## src/hw/rtl/crpi_pkg.sv

```systemverilog
// crpi_pkg: shared constants, codes and stage payload types for the
// catmull-rom path interpolator; no dependencies
`timescale 1ns / 1ps
`default_nettype none

package crpi_pkg;

  // store size and fixed-point format
  localparam int MAX_POINTS = 16;
  localparam int FRAC_BITS  = 16;
  localparam int ONE_FX     = 1 << FRAC_BITS;

  // field widths
  localparam int VAL_W   = 32;
  localparam int PIDX_W  = 4;
  localparam int POS_W   = FRAC_BITS + 1;
  localparam int CNT_W   = 5;
  localparam int CFG_W   = CNT_W;
  localparam int CFGI_W  = 1;

  // internal widths
  localparam int AW    = $clog2(MAX_POINTS);
  localparam int NW    = $clog2(MAX_POINTS + 1);
  localparam int U_W   = FRAC_BITS + 1;
  localparam int US_W  = U_W + 1;
  localparam int K_W   = VAL_W + 4;
  localparam int P1_W  = K_W + US_W;
  localparam int S1_W  = K_W + 2;
  localparam int P2_W  = S1_W + US_W;
  localparam int S2_W  = S1_W + 1;
  localparam int P3_W  = S2_W + US_W;
  localparam int LIN_W = VAL_W + 3;
  localparam int R_W   = VAL_W + 8;

  typedef enum logic {
    FUNC_LOAD = 1'b0,
    FUNC_EVAL = 1'b1
  } func_e;

  typedef enum logic {
    MODE_LINEAR = 1'b0,
    MODE_SPLINE = 1'b1
  } mode_e;

  typedef enum logic [CFGI_W-1:0] {
    REG_POINT_COUNT = 1'b0,
    REG_PATH_MODE   = 1'b1
  } cfg_reg_e;

  typedef struct packed {
    logic [CNT_W-1:0] count;
    mode_e            mode;
  } cfg_t;

  // front stage to point store
  typedef struct packed {
    func_e                   func;
    mode_e                   mode;
    logic [U_W-1:0]          u;
    logic [AW-1:0]           ia;
    logic [AW-1:0]           ib;
    logic [AW-1:0]           ic;
    logic [AW-1:0]           id;
    logic                    ld_ok;
    logic [AW-1:0]           ld_addr;
    logic signed [VAL_W-1:0] ld_value;
  } fetch_t;

  // point store to arithmetic pipe
  typedef struct packed {
    mode_e                   mode;
    logic [U_W-1:0]          u;
    logic signed [VAL_W-1:0] pa;
    logic signed [VAL_W-1:0] pb;
    logic signed [VAL_W-1:0] pc;
    logic signed [VAL_W-1:0] pd;
  } pts_t;

endpackage

`default_nettype wire

```

## src/hw/rtl/crpi_store.sv

```systemverilog
// crpi_store: control point store, two copies with two read ports each,
// written by load beats and read by evaluate beats; uses crpi_pkg
`timescale 1ns / 1ps
`default_nettype none

module crpi_store (
  input  logic             clk,
  input  logic             rst_n,
  input  logic             up_valid,
  output logic             up_ready,
  input  crpi_pkg::fetch_t up_data,
  output logic             dn_valid,
  input  logic             dn_ready,
  output crpi_pkg::pts_t   dn_data
);
  import crpi_pkg::*;

  logic [VAL_W-1:0] mem_ab [MAX_POINTS];
  logic [VAL_W-1:0] mem_cd [MAX_POINTS];

  logic        v2_r;
  pts_t        pts_r;
  logic        up_fire;
  logic        is_load;
  logic        wr_en;
  logic        rd_en;

  assign up_ready = !v2_r || dn_ready;
  assign up_fire  = up_valid && up_ready;
  assign is_load  = up_data.func == FUNC_LOAD;
  assign wr_en    = up_fire && is_load && up_data.ld_ok;
  assign rd_en    = up_fire && !is_load;

  // loads write as they leave this stage, so later reads see them
  always_ff @(posedge clk) begin
    if (wr_en) begin
      mem_ab[up_data.ld_addr] <= up_data.ld_value;
      mem_cd[up_data.ld_addr] <= up_data.ld_value;
    end
    if (rd_en) begin
      pts_r.pa   <= $signed(mem_ab[up_data.ia]);
      pts_r.pb   <= $signed(mem_ab[up_data.ib]);
      pts_r.pc   <= $signed(mem_cd[up_data.ic]);
      pts_r.pd   <= $signed(mem_cd[up_data.id]);
      pts_r.mode <= up_data.mode;
      pts_r.u    <= up_data.u;
    end
  end

  // load beats end here
  always_ff @(posedge clk) begin
    if (!rst_n) begin
      v2_r <= 1'b0;
    end else if (up_ready) begin
      v2_r <= up_valid && !is_load;
    end
  end

  assign dn_valid = v2_r;
  assign dn_data  = pts_r;

  a_load_drops: assert property (@(posedge clk) disable iff (!rst_n)
    (up_fire && is_load) |=> !v2_r)
    else $error("load beat passed the point store");

endmodule

`default_nettype wire

```

## config.mk

```make
export PLATFORM = sky130hd
export DESIGN_NAME = crpi_store
export DESIGN_NICKNAME = d
export VERILOG_FILES = /design/src/hw/rtl/crpi_pkg.sv /design/src/hw/rtl/crpi_store.sv
export SDC_FILE = /design/constraint.sdc
export NUM_CORES = 1
export LEC_CHECK = 0
export BUFFER_PORTS_ARGS = -buffer_cell sky130_fd_sc_hd__buf_2
export CAP_MARGIN = 20
export CORE_ASPECT_RATIO = 1.75
export CORE_MARGIN = 8
export CORE_UTILIZATION = 56
export CTS_BUF_LIST = sky130_fd_sc_hd__clkbuf_4 sky130_fd_sc_hd__clkbuf_8 sky130_fd_sc_hd__clkbuf_16
export DETAILED_ROUTE_END_ITERATION = 8
export GPL_TIMING_DRIVEN = 0
export HOLD_SLACK_MARGIN = 0.12
export PLACE_DENSITY = 0.77
export SLEW_MARGIN = 20
export SYNTH_ARGS = -nofsm -noshare
export SYNTH_HDL_FRONTEND = slang
export SYNTH_SLANG_ARGS = --single-unit
```

## constraint.sdc

```tcl
create_clock -name clk -period 4.9 [get_ports clk]
set_clock_uncertainty 0.2 [all_clocks]
set_input_delay 0.49 -clock clk [delete_from_list [all_inputs] [get_ports clk]]
set_output_delay 0.49 -clock clk [all_outputs]
set_load 0.02 [all_outputs]
```

# Word level (Yosys, flattened, before mapping)
# Memory sizes are Yosys's and may differ from the RTL's. A register that Yosys moved wholly into a read port is not among the register bits.
# Index checks and enable logic that the tools add are counted.
# totals
elab_cells	15
ff_bits	19
memories	2
in_bits	76
ramBits	1024
# op_classes
mux	2
reduce_logical	7
bitwise	1
# mem_list
name	depth	width	read_ports	rd_ports_with_merged_regs	wr	line	source
mem_ab	16	32	2	2	1	crpi_store.sv:18	logic [VAL_W-1:0] mem_ab [MAX_POINTS];
mem_cd	16	32	2	2	1	crpi_store.sv:19	logic [VAL_W-1:0] mem_cd [MAX_POINTS];
# ops
cell	n
logical AND 1 bit	5
two-way mux 1 bit	2
zero test 1 bit	1
logical OR 1 bit	1
inverter 1 bit	1

# Longest topological paths before layout
# depth
ltp_word	7
mapped_depth	5
ltp_nobuf	3

# Worst setup path after synthesis
# Ideal clock, no wire load.
# synth_path
kind	input-to-reg
start	input dn_ready
end	register, netlist name dn_data[0]
path_slack_ns	-0.041
arrival_time_ns	4.216
required_ns	4.176
stages	2
cell_sequence	nand2b_1 and3_1
# synth_via
elab_chain_cells	3
# synth_lines
element	line	source
start, declared	crpi_store.sv:13	input logic dn_ready,
logical OR 1 bit	crpi_store.sv:28	assign up_ready = !v2_r || dn_ready;
logical AND 1 bit	crpi_store.sv:29	assign up_fire = up_valid && up_ready;
logical AND 1 bit	crpi_store.sv:32	assign rd_en = up_fire && !is_load;
via rd_en	crpi_store.sv:26	logic rd_en;
# The timed path passes the listed nets, and every way through them passes these cells.
# A chain may end at the register's enable or synchronous reset.

# Worst setup path after layout
# layout_path
start	register v2_r, in the netlist dn_valid
end	memory mem_cd[10][29] (enable)
# layout_via
elab_chain_cells	7
# layout_lines
element	line	source
start, declared	crpi_store.sv:21	logic v2_r;
start signal, assigned	crpi_store.sv:55	v2_r <= up_valid && !is_load;
zero test 1 bit	crpi_store.sv:28	
logical OR 1 bit	crpi_store.sv:28	
logical AND 1 bit	crpi_store.sv:29	
logical AND 1 bit (2 in a row)	crpi_store.sv:31	assign wr_en = up_fire && is_load && up_data.ld_ok;
two-way mux 1 bit	crpi_store.sv:36	if (wr_en) begin
two-way mux 1 bit (implied by the code)	crpi_store.sv:38	mem_cd[up_data.ld_addr] <= up_data.ld_value;
end, declared	crpi_store.sv:19	
# Every way passes these cells.

==> reports/metrics.csv <==
metric,value,unit
wire length of the first global-routing pass,171000,um
critical path class,reg2reg,
Setup-failing EPs final,0,
largest fanout on the critical path,8,
IR Drop Worst-Case VDD,368,uV
std cell rows,121,
power density normalized to cell area,323,nW/um^2
clock power share,0.386,
"top cells by area, synth","sky130_fd_sc_hd__edfxtp_1 (57%), sky130_fd_sc_hd__mux4_2 (33%), sky130_fd_sc_hd__a22oi_1 (5.5%)",
number of antenna violations at the first check in global routing,9,
First DRT Iteration DRCs,3552,
cell area after technology mapping,34800,sq um
flop2flop setup slack,1340,ps
dpl hpwl,84300,um
CORE AREA,61800,sq um
cell seen most often among critical-path stages,sky130_fd_sc_hd__buf_2,
category of the worst setup path launch point,flop,
Arrival @ worst endpoint,3680,ps
most frequently used cell type in the post-synthesis netlist,sky130_fd_sc_hd__edfxtp_1,
Worst Setup End Kind,flop,
vertical die dimension,346,um
max-cap violation count,0,
first-pass detailed-route iteration total,6,
Port Buffers,214,
nets in the synthesized netlist,1848,
effective utilization at floorplan,0.563,
number of different library cells in the post-synthesis netlist,20,
register share of total power,0.489,
maximum root-to-sink buffer count,3,
I/O pin total,224,
max frequency,281,MHz
Die X-Extent,204,um
Hold WC Path Type,in2reg,
Internal Dissipation,9.77,mW
CTS Root Cell,sky130_fd_sc_hd__clkbuf_16,
leakage power of the design,13.4,nW
synthesized area per cell,19.6,sq um
CP top delay family,buffers and inverters,
"wirelength, routed",121000,um
post-detailed-route DRC marker count,0,
post-synthesis sequential area ratio,0.569,
Switching Share,0.250,
outcome,completed,
sum of negative setup slack,0,ps
fraction of post-synthesis cell area in the top cell type by area,0.568,
Yosys warning count,0,
nets@finish,2275,
flop and latch count out of synthesis,659,
total number of H-tree levels,2,
maximum number of pins on one net before global-route repair,56,
cell type contributing the most total cell area after synthesis,sky130_fd_sc_hd__edfxtp_1,
via count of the first global-routing pass,24737,
Cells after DPL,2883,
Max transition margin,0.191,
Clock Sink Count,659,
sum of overflow across all layers after global routing,0,
global-route usage over all layers,0.340,
drt wl/cell,39.6,um
Post-synth EDFFs,658,
Post-CTS Setup Inserts,0,
number of vias per cell after detailed routing,7.89,
final-report max-slew violation count,0,
"Top FF cell, synth",sky130_fd_sc_hd__edfxtp_1,
growth of design area from synthesis to finish,16.0,%
Finished Layout Cells,3049,
TritonCTS clock tree,built,
routability-driven placement congestion ratio,0.912,
clock slew at reported path FFs,60,ps
Gate Count Post-Synth,1772,
clock insertion delay at the later pin of the skew report,650,ps
leading post-synthesis cells by instance count,"sky130_fd_sc_hd__edfxtp_1 (658), sky130_fd_sc_hd__mux4_2 (512), sky130_fd_sc_hd__a22oi_1 (256), sky130_fd_sc_hd__nand2_1 (131), sky130_fd_sc_hd__clkbuf_1 (72)",
overall die area,70600,sq um
Worst Max-Slew Pin Slew,1210,ps
maximum cell stage delay along the critical path,690,ps
count of antenna-violating nets left after detailed routing,0,
data required time of the worst path,5030,ps
share of power burned in combinational logic,0.125,
final period demand of the worst path,3560,ps
switching power summed over all nets,3.25,mW
cell breakdown of the critical path,nand2b_1 > nand4_1 > nor4_2 > buf_4 > buf_2 > buf_4 > buf_2 > buf_2 > buf_2,
crit path buf inv count,6,
share of layout cells above drive strength 1,0.448,
Synth async-reset ratio,0,
number of vias after detailed routing,24061,
final cell utilization of the core,0.653,
CTS buffer count,58,
period utilisation layout,0.726,
setup repair after global routing missed its margin,false,
slowest CP cell,sky130_fd_sc_hd__nor4_2,
number of hold-slack violations in the final timing report,0,
[cells in the final DEF (no fill, tap or decap), drive strengths merged]
cell type	n
dfxtp	1
nand2	131
and2	4
and3	1
nand2b	2
a21boi	1
clkinvlp	8
mux4	512
nand4b	1
edfxtp	658
diode	4
bufinv	11
nor2b	9
clkbuf	132
nor3	12
nor4	4
nor2	4
inv	11
buf	413
a22oi	256
dlygate4sd3	55
nand4	1
clkinv	19
[sequential cells by signal, summed over array words and instances, names as in the netlist]
name and flops:
dn_valid 1, dn_data 146, mem_cd 512
[worst paths after layout]
kind                   from              to  depth (start not counted)
max                dn_valid  mem_cd[10][29]                          9
min                up_valid     dn_data[13]                          2
max reg2reg        dn_valid  mem_cd[10][29]                          9
min reg2reg  mem_cd[11][26]     dn_data[58]                          3
[through the flow]
step	setup WS, ps	total power, mW	hold WS, ps	cell area, sq um
detailed placement	1160	8.03	394	37700
finish	1340	13.0	339	40300
CTS	1450	13.0	338	40300
global placement	-4580	8.00	365	36800
floorplan	19.8	7.43	389	34800
global route	1260	13.2	362	40300
[metal layers]
layer / GRT usage / routed length [um]
met3: 0.0979 / 16000
met5: 0 / 11
met4: 0.264 / 12100
met2: 0.544 / 57900
met1: 0.378 / 34800
[logic make-up (layout without fill, tap and decap cells)]
logic type,after synthesis,count (layout),share of synthesized area
and+or+nand+nor,169,169,0.0203
DFF,659,659,0.569
other,0,4,0
AOI/OAI and AO/OA,257,257,0.0555
buffers and inverters,175,649,0.0238
muxes,512,512,0.332
[final cells by class]
| type | count | area, sq um |
|---|---|---|
| clock buffer | 60 | 1480 |
| buffer | 173 | 821 |
| inverter | 2 | 7.51 |
| multi-input combinational | 938 | 14300 |
| clock inverter | 47 | 571 |
| fill | 4115 | 21400 |
| tap | 799 | 1000 |
| timing repair buffer | 367 | 2420 |
| sequential | 659 | 19800 |
| antenna | 4 | 10.0 |
[power groups by stage]
stage / logic (mW) / registers [mW] / clock network (mW)
floorplan: 0.848 / 6.58 / 0
global placement: 1.50 / 6.50 / 0
detailed placement: 1.54 / 6.49 / 0
CTS: 1.58 / 6.37 / 5.00
global route: 1.67 / 6.38 / 5.17
finish: 1.63 / 6.37 / 5.02
[what timing repair did]
action                    in CTS  in global routing
hold buffers                  55                  0
hold endpoints to repair     536                  0
gates resized for setup        0                  0
No activity file was read; power rests on OpenSTA's default activity.
