$ cat config.mk
export PLATFORM = sky130hd
export DESIGN_NAME = crpi_front
export DESIGN_NICKNAME = d
export VERILOG_FILES = /design/src/hw/rtl/crpi_pkg.sv /design/src/hw/rtl/crpi_front.sv
export SDC_FILE = /design/constraint.sdc
export NUM_CORES = 1
export LEC_CHECK = 0
export BUFFER_PORTS_ARGS = -buffer_cell sky130_fd_sc_hd__buf_2
export CAP_MARGIN = 20
export CELL_PAD_IN_SITES_DETAIL_PLACEMENT = 1
export CELL_PAD_IN_SITES_GLOBAL_PLACEMENT = 2
export CORE_MARGIN = 4
export CORE_UTILIZATION = 39
export CTS_CLUSTER_DIAMETER = 100
export CTS_CLUSTER_SIZE = 24
export DETAILED_ROUTE_END_ITERATION = 10
export PLACE_DENSITY_LB_ADDON = 0.3
export RECOVER_POWER = 50
export SETUP_SLACK_MARGIN = 0.15
export SLEW_MARGIN = 10
export SYNTH_ARGS = -nofsm -noshare
export SYNTH_HDL_FRONTEND = slang
export SYNTH_SLANG_ARGS = --single-unit
$ cat constraint.sdc
create_clock -name clk -period 19.4 [get_ports clk]
set_input_delay 3.88 -clock clk [delete_from_list [all_inputs] [get_ports clk]]
set_output_delay 3.88 -clock clk [all_outputs]
set_load 0.1 [all_outputs]
$ cat src/hw/rtl/crpi_pkg.sv
// crpi_pkg: shared constants, codes and stage payload types for the
// catmull-rom path interpolator; no dependencies
`timescale 1ns / 1ps
`default_nettype none

package crpi_pkg;

  // store size and fixed-point format
  localparam int MAX_POINTS = 16;
  localparam int FRAC_BITS  = 16;
  localparam int ONE_FX     = 1 << FRAC_BITS;

  // field widths
  localparam int VAL_W   = 32;
  localparam int PIDX_W  = 4;
  localparam int POS_W   = FRAC_BITS + 1;
  localparam int CNT_W   = 5;
  localparam int CFG_W   = CNT_W;
  localparam int CFGI_W  = 1;

  // internal widths
  localparam int AW    = $clog2(MAX_POINTS);
  localparam int NW    = $clog2(MAX_POINTS + 1);
  localparam int U_W   = FRAC_BITS + 1;
  localparam int US_W  = U_W + 1;
  localparam int K_W   = VAL_W + 4;
  localparam int P1_W  = K_W + US_W;
  localparam int S1_W  = K_W + 2;
  localparam int P2_W  = S1_W + US_W;
  localparam int S2_W  = S1_W + 1;
  localparam int P3_W  = S2_W + US_W;
  localparam int LIN_W = VAL_W + 3;
  localparam int R_W   = VAL_W + 8;

  typedef enum logic {
    FUNC_LOAD = 1'b0,
    FUNC_EVAL = 1'b1
  } func_e;

  typedef enum logic {
    MODE_LINEAR = 1'b0,
    MODE_SPLINE = 1'b1
  } mode_e;

  typedef enum logic [CFGI_W-1:0] {
    REG_POINT_COUNT = 1'b0,
    REG_PATH_MODE   = 1'b1
  } cfg_reg_e;

  typedef struct packed {
    logic [CNT_W-1:0] count;
    mode_e            mode;
  } cfg_t;

  // front stage to point store
  typedef struct packed {
    func_e                   func;
    mode_e                   mode;
    logic [U_W-1:0]          u;
    logic [AW-1:0]           ia;
    logic [AW-1:0]           ib;
    logic [AW-1:0]           ic;
    logic [AW-1:0]           id;
    logic                    ld_ok;
    logic [AW-1:0]           ld_addr;
    logic signed [VAL_W-1:0] ld_value;
  } fetch_t;

  // point store to arithmetic pipe
  typedef struct packed {
    mode_e                   mode;
    logic [U_W-1:0]          u;
    logic signed [VAL_W-1:0] pa;
    logic signed [VAL_W-1:0] pb;
    logic signed [VAL_W-1:0] pc;
    logic signed [VAL_W-1:0] pd;
  } pts_t;

endpackage

`default_nettype wire

$ cat src/hw/rtl/crpi_front.sv
// crpi_front: input register stage; clamps count and position, finds the
// segment, local position and the four point addresses; uses crpi_pkg
`timescale 1ns / 1ps
`default_nettype none

module crpi_front (
  input  logic                            clk,
  input  logic                            rst_n,
  input  crpi_pkg::cfg_t                  cfg,
  input  logic                            in_valid,
  output logic                            in_ready,
  input  logic                            in_func,
  input  logic [crpi_pkg::PIDX_W-1:0]     in_point_index,
  input  logic signed [crpi_pkg::VAL_W-1:0] in_point_value,
  input  logic [crpi_pkg::POS_W-1:0]      in_position,
  output logic                            dn_valid,
  input  logic                            dn_ready,
  output crpi_pkg::fetch_t                dn_data
);
  import crpi_pkg::*;

  localparam int SC_W = POS_W + NW;

  logic               v1_r;
  fetch_t             st_r;
  fetch_t             st_nxt;

  logic [NW-1:0]      n;
  logic [POS_W-1:0]   t;
  logic [SC_W-1:0]    scaled;
  logic [NW:0]        seg_raw;
  logic [NW-1:0]      nm2;
  logic [NW-1:0]      seg;
  logic [NW:0]        sp2;
  logic [NW:0]        nm1;

  always_comb begin
    if (cfg.count < CNT_W'(2)) begin
      n = NW'(2);
    end else if (int'(cfg.count) > MAX_POINTS) begin
      n = NW'(MAX_POINTS);
    end else begin
      n = NW'(cfg.count);
    end
  end

  always_comb begin
    t = (int'(in_position) > ONE_FX) ? POS_W'(ONE_FX) : in_position;
    scaled  = SC_W'(t) * SC_W'(n - NW'(1));
    seg_raw = scaled[SC_W-1:FRAC_BITS];
    nm2     = n - NW'(2);
    // the end of the path lands on the last segment with u at one
    seg     = (seg_raw > (NW+1)'(nm2)) ? nm2 : NW'(seg_raw);
    sp2     = (NW+1)'(seg) + (NW+1)'(2);
    nm1     = (NW+1)'(n) - (NW+1)'(1);
  end

  always_comb begin
    st_nxt.func     = func_e'(in_func);
    st_nxt.mode     = cfg.mode;
    st_nxt.u        = U_W'(scaled - (SC_W'(seg) << FRAC_BITS));
    st_nxt.ib       = AW'(seg);
    st_nxt.ic       = AW'(seg + NW'(1));
    st_nxt.ia       = (seg == '0) ? '0 : AW'(seg - NW'(1));
    // neighbour past the end repeats the last point
    st_nxt.id       = (sp2 > nm1) ? AW'(nm1) : AW'(sp2);
    st_nxt.ld_ok    = int'(in_point_index) < MAX_POINTS;
    st_nxt.ld_addr  = AW'(in_point_index);
    st_nxt.ld_value = in_point_value;
  end

  assign in_ready = !v1_r || dn_ready;
  assign dn_valid = v1_r;
  assign dn_data  = st_r;

  always_ff @(posedge clk) begin
    if (!rst_n) begin
      v1_r <= 1'b0;
    end else if (in_ready) begin
      v1_r <= in_valid;
    end
  end

  always_ff @(posedge clk) begin
    if (in_ready) begin
      st_r <= st_nxt;
    end
  end

  a_addr_order: assert property (@(posedge clk) disable iff (!rst_n)
    (v1_r && st_r.func == FUNC_EVAL) |->
      (st_r.ic == st_r.ib + 1'b1) && (st_r.ia <= st_r.ib) && (st_r.id >= st_r.ic))
    else $error("segment addresses out of order");

endmodule

`default_nettype wire

# After elaboration in Yosys (flattened, before gate mapping)
# Index checks and enable logic that the tools add are counted.
totals:
  elab_cells: 31
  in_bits: 64
  out_inout_bits: 74
  register_bits: 72
classes:
  magnitude_cmp: 5
  reduce_logical: 3
  n_mux: 5
  n_addsub: 7
  mul: 1
ops:
  columns: ["op", "n"]
  rows:
  - ["multiplier 18 x 6 -> 22 bit", 1]
  - ["greater-than comparator 17 bit, second input constant", 1]
  - ["two-way mux 17 bit", 1]
  - ["subtractor 17 bit", 1]
  - ["two-way mux 5 bit", 3]
  - ["subtractor 5 x 1 -> 6 bit, second input constant", 2]
  - ["adder 5 x 2 -> 6 bit, second input constant", 1]
  - ["greater-than comparator 6 x 5 -> 1 bit", 1]
  - ["greater-than comparator 6 bit", 1]
  - ["greater-than comparator 5 bit, second input constant", 1]
  - ["logical NOT 5 bit", 1]
  - ["less-than comparator 5 x 2 -> 1 bit, second input constant", 1]
  - ["subtractor 5 x 2 -> 5 bit, second input constant", 1]
  - ["adder 4 x 1 -> 4 bit, second input constant", 1]
  - ["two-way mux 4 bit", 1]
  - ["subtractor 4 x 1 -> 4 bit, second input constant", 1]
  - ["logical NOT 1 bit", 1]
  - ["logical OR 1 bit", 1]

# Depth between registers and ports, before layout
logic_depth:
  word_depth: 10
  ltp_mapped: 45
  mapped_depth_nobuf: 43

# Least setup slack after synthesis
# OpenSTA, ideal clock, no wires.
synth_path:
  path_type: "input to register"
  from: "in cfg[4] in the netlist's numbering"
  to: "reg st_r, in the netlist dn_data[40] (data pin)"
  t_required_ps: 19140
  cell_stages: 41
  path_slack_ps: 6137
  n_path_buf: 3
  setup_ps: 260
  t_arrival_ps: 13003
  path_cell_list: "o311ai_0 clkbuf_1 clkbuf_1 ha_1 xor2_1 nor2_1 clkbuf_1 and2_1 fa_1 inv_1 fa_1 inv_1 fa_1 inv_1 fa_1 inv_1 fa_1 a211oi_1 [5 not listed] ha_1 and3_1 o21ai_1 a32oi_1 nor2b_1 a21oi_4 mux2i_2 ha_1 xor2_1 ha_1 a21o_1 a21o_1 a21oi_1 a21oi_1 a31oi_1 o31ai_1 a211oi_4 mux2_4"
synth_rtl:
  columns: ["item", "line_no", "rtl"]
  rows:
  - ["start: declaration", "crpi_front.sv:9", "input crpi_pkg::cfg_t cfg,"]
  - ["end signal: assignment", "crpi_front.sv:86", "st_r <= st_nxt;"]
  - ["end: declaration", "crpi_front.sv:25", "fetch_t st_r;"]

==> flow_summary.rst <==
.. list-table::
   :header-rows: 1

   * - Metric
     - Value
   * - Result of the run
     - finished, violations left
   * - Failing checks
     - capacitance limit, slew limit
   * - # Max-Cap Violations
     - 1
   * - Synth Area in Adders
     - 0.313
   * - Level count of the clock H-tree
     - 3
   * - Count of placed standard cells in the final layout, fillers left out
     - around 900
   * - Post CTS Setup Buffer Count
     - 0
   * - Worst path slowest cell
     - nor2_1
   * - Weighted congestion at the end of routability-driven global placement
     - about 0.86
   * - Vias per cell
     - about 5
   * - Signed area change from the synthesized netlist to the final layout
     - 20.1%
   * - Top Ports
     - about 140
   * - Endpoint arrival time on the critical path
     - roughly 14 ns
   * - Combinational family with the most area after synthesis
     - adder cells
   * - Seq cells post-synth
     - just over 70
   * - Fraction of synthesized cell area taken by the top area cell type
     - 0.338
   * - Pin count of the biggest net entering global routing
     - 74
   * - Fraction of the mapped netlist area in simple logic gates
     - 0.137
   * - Die Area
     - between 15000 and 20000 sq um
   * - IR drop worst, VDD
     - ~0.000097 V
   * - Most common flop cell mapped by yosys
     - edfxtp_1
   * - Yosys warning total
     - 0
   * - Number of endpoints with negative hold slack in the final report
     - 0
   * - Synthesized instance count
     - 560
   * - Metal1 wirelength
     - roughly 7.6 mm
   * - Async set or reset register ratio after synthesis
     - 0
   * - Synth cell types
     - 63
   * - Post-route DRC violation count
     - 0
   * - Clock Skews
     - ~0.0051 ns
   * - Static leakage
     - between 0.003 and 0.004 uW
   * - Final HPWL from detailed placement
     - about 13 mm
   * - Number of input and output port buffers inserted
     - 136
   * - Cell occurring most often along the worst timing path
     - inv_1
   * - Worst hold path type
     - register to register
   * - Number of hold-repair buffers added at the cts stage
     - 0
   * - Area inside the core boundary
     - roughly 16000 sq um
   * - Residual antenna-violating net count after detailed routing
     - 0
   * - Max Fanout on Critical Path
     - 30
   * - Number of buffers inserted during clock tree synthesis
     - 9
   * - Register-to-register setup slack
     - about 16 ns
   * - Clock-pin transition on the worst setup and hold timing paths
     - 0.06 ns
   * - Vias in the first global route
     - around 5100
   * - Post-synthesis cell type with the largest combined area
     - edfxtp_1
   * - Total number of vias
     - between 4000 and 5000
   * - Final critical-path required period
     - approximately 14 ns
   * - Number of antenna repair diodes
     - 0
   * - Number of pins exceeding their max-slew limit in the final report
     - 74
   * - Seq/Total Area, Yosys
     - 0.341
   * - Mapped cell area
     - about 6300 sq um
   * - Fraction of layout cells with a size suffix above 1
     - 0.248
   * - Worst rel slew slack
     - -1.52
   * - Die Wd
     - between 100 and 150 um
   * - Final nets
     - about 900
   * - Cell count after placement
     - a little over 900
   * - GR Overflow Total
     - 0
   * - Setup Total Neg Slack
     - 0 ns
   * - Synth Area in Compound Gates
     - 0.111
   * - Number of enable-type register cells in the synthesized netlist
     - between 70 and 80
   * - Commonest cells post-synth
     - edfxtp_1 (71), inv_1 (67), fa_1 (61), ha_1 (60), and2_1 (48)
   * - Number of DRC markers in iteration 0
     - 164
   * - Die Y-Extent
     - between 100 and 150 um
   * - Number of antenna violations at the first check in global routing
     - 0
   * - Wire length of the first global-routing pass
     - 25.9 mm
   * - Final routed wire length divided by cell count
     - between 15 and 20 um
   * - Sink Count
     - 72
   * - Crit path launch type
     - primary input
   * - Power Density
     - between 150 and 200 nW/um^2
   * - Wire length on met2
     - approximately 7.3 mm
   * - Maximum clock frequency
     - between 70 and 80 MHz
   * - Max Used Layer
     - met4
   * - Insertion delay to the later sink of the worst-skew pair
     - 0.32 ns
   * - Router iterations before antenna repair
     - 4
   * - Placement Setup Slack
     - 4.93 ns
   * - Routed wire length
     - between 15 and 20 mm
   * - Worst slack on hold paths
     - around 2.3 ns
   * - Total global-route track usage
     - 0.174
   * - CP peak stage delay
     - ~0.81 ns
   * - Max Root-Sink Buffers
     - 2
   * - FP Rows
     - between 40 and 50
   * - Final period util
     - 0.725
   * - CP endpoint kind
     - register
   * - Synth area leaders
     - edfxtp_1 (34%), fa_1 (19%), ha_1 (12%)
   * - Multiplexer share of the synthesized area
     - 0.0163
   * - Unrepaired setup endpoints after global routing
     - false
   * - Routed length on met3
     - ~750 um
   * - Clock Tree Root
     - clkbuf_16
   * - Final setup margin
     - approximately 5.3 ns
   * - Mean post-synth cell area
     - 11.3 sq um
   * - Most common cell in the netlist
     - edfxtp_1
   * - Critical path type
     - primary input to register
   * - CTS tree
     - done
   * - Fraction of synthesized cell area in xor and xnor cells
     - 0.0305
   * - Number of gates resized after CTS
     - 0
   * - Setup violation total in the final timing report
     - 0
   * - Req. time, crit path
     - ~19 ns
   * - Tightest Pin Transition
     - 3.78 ns
   * - Effective utilization at floorplan
     - 0.397
where the power goes:
part / switching, uW / total, uW / internal (uW)
combinational: 546 / 754 / 207
sequential: 8.61 / 243 / 235
clock: 63.1 / 177 / 114
total: 618 / 1170 / 556
layer usage:
| layer | GRT usage | up-vias |
|---|---|---|
| li1 | - | 2230 |
| met1 | 0.248 | 2375 |
| met2 | 0.283 | 129 |
| met3 | 0.0227 | 10 |
| met4 | 0.0431 | 0 |
| met5 | 0 | - |
path summary, 6_finish.rpt:
kind | start | endpoint | cells past startpoint
worst max-delay path | in_position[1] | dn_data[40] | 41
worst min-delay path | dn_valid | dn_data[9] | 2
worst max register to register | dn_valid | dn_valid | 3
worst min register to register | dn_valid | dn_data[9] | 2
sequential cells by signal (all words and copies together), names as in the netlist:
signal / count
dn_data: 71
dn_valid: 1
layout make-up:
cell class / instances / area, sq um
Clock buffer: 9 / 225
Clock inverter: 7 / 104
Fill cell: 1825 / 8310
Inverter: 67 / 251
Multi-Input combinational cell: 409 / 3850
Sequential cell: 72 / 2150
Tap cell: 216 / 270
Timing Repair Buffer: 142 / 722
metrics by stage:
step           total power, uW  area [sq um]  utilization
2_1_floorplan              863          6310            -
3_3_place_gp               982          7250        0.457
3_5_place_dp              1000          7250        0.457
4_1_cts                   1180          7580        0.477
5_1_grt                   1250          7570        0.477
6_report                  1170          7570        0.477
cell usage in the layout (no fill, tap or decap), types with 3 or more instances in the layout:
master     Yosys  layout
nor2_1        19      19
buf_2          0     136
fa_1          61      61
nand3_1        4       4
nand2_1       35      35
and3_1        20      20
a21oi_1       29      29
nor4_1         5       5
nor2b_1        7       7
o21ai_0        7       7
and2_1        48      48
o21a_1         4       4
mux2i_1        4       4
clkbuf_16      0       9
nand2b_1       5       5
buf_4          1       5
xor2_1         7       7
xnor2_1       15      15
a21o_1        10      10
edfxtp_1      71      71
a211oi_1       3       3
o31ai_1        3       3
o21ai_1        9       9
ha_1          60      60
inv_1         67      67
nor3_1         5       5
a211oi_2       3       3
critical path, delay by kind of cell:
family / cells / cell delay (ns)
AO/OA/AOI/OAI: 13 / 2.86
multiplexers: 2 / 0.77
XOR/XNOR: 2 / 0.49
AND/OR/NAND/NOR: 8 / 2.22
buffers and inverters: 8 / 0.93
adder cells (fa/ha/maj): 8 / 2.98
cells by family (layout without fill, tap and decap cells):
kind of cell | Yosys count | in the layout
multiplexers | 9 | 9
buffers and inverters | 80 | 225
XOR/XNOR | 22 | 22
adder cells (fa/ha/maj) | 121 | 121
AND/OR/NAND/NOR | 159 | 159
other | 1 | 2
flip-flops | 72 | 72
AO/OA/AOI/OAI | 96 | 96
Note: power is estimated with default switching activity, not from simulation.
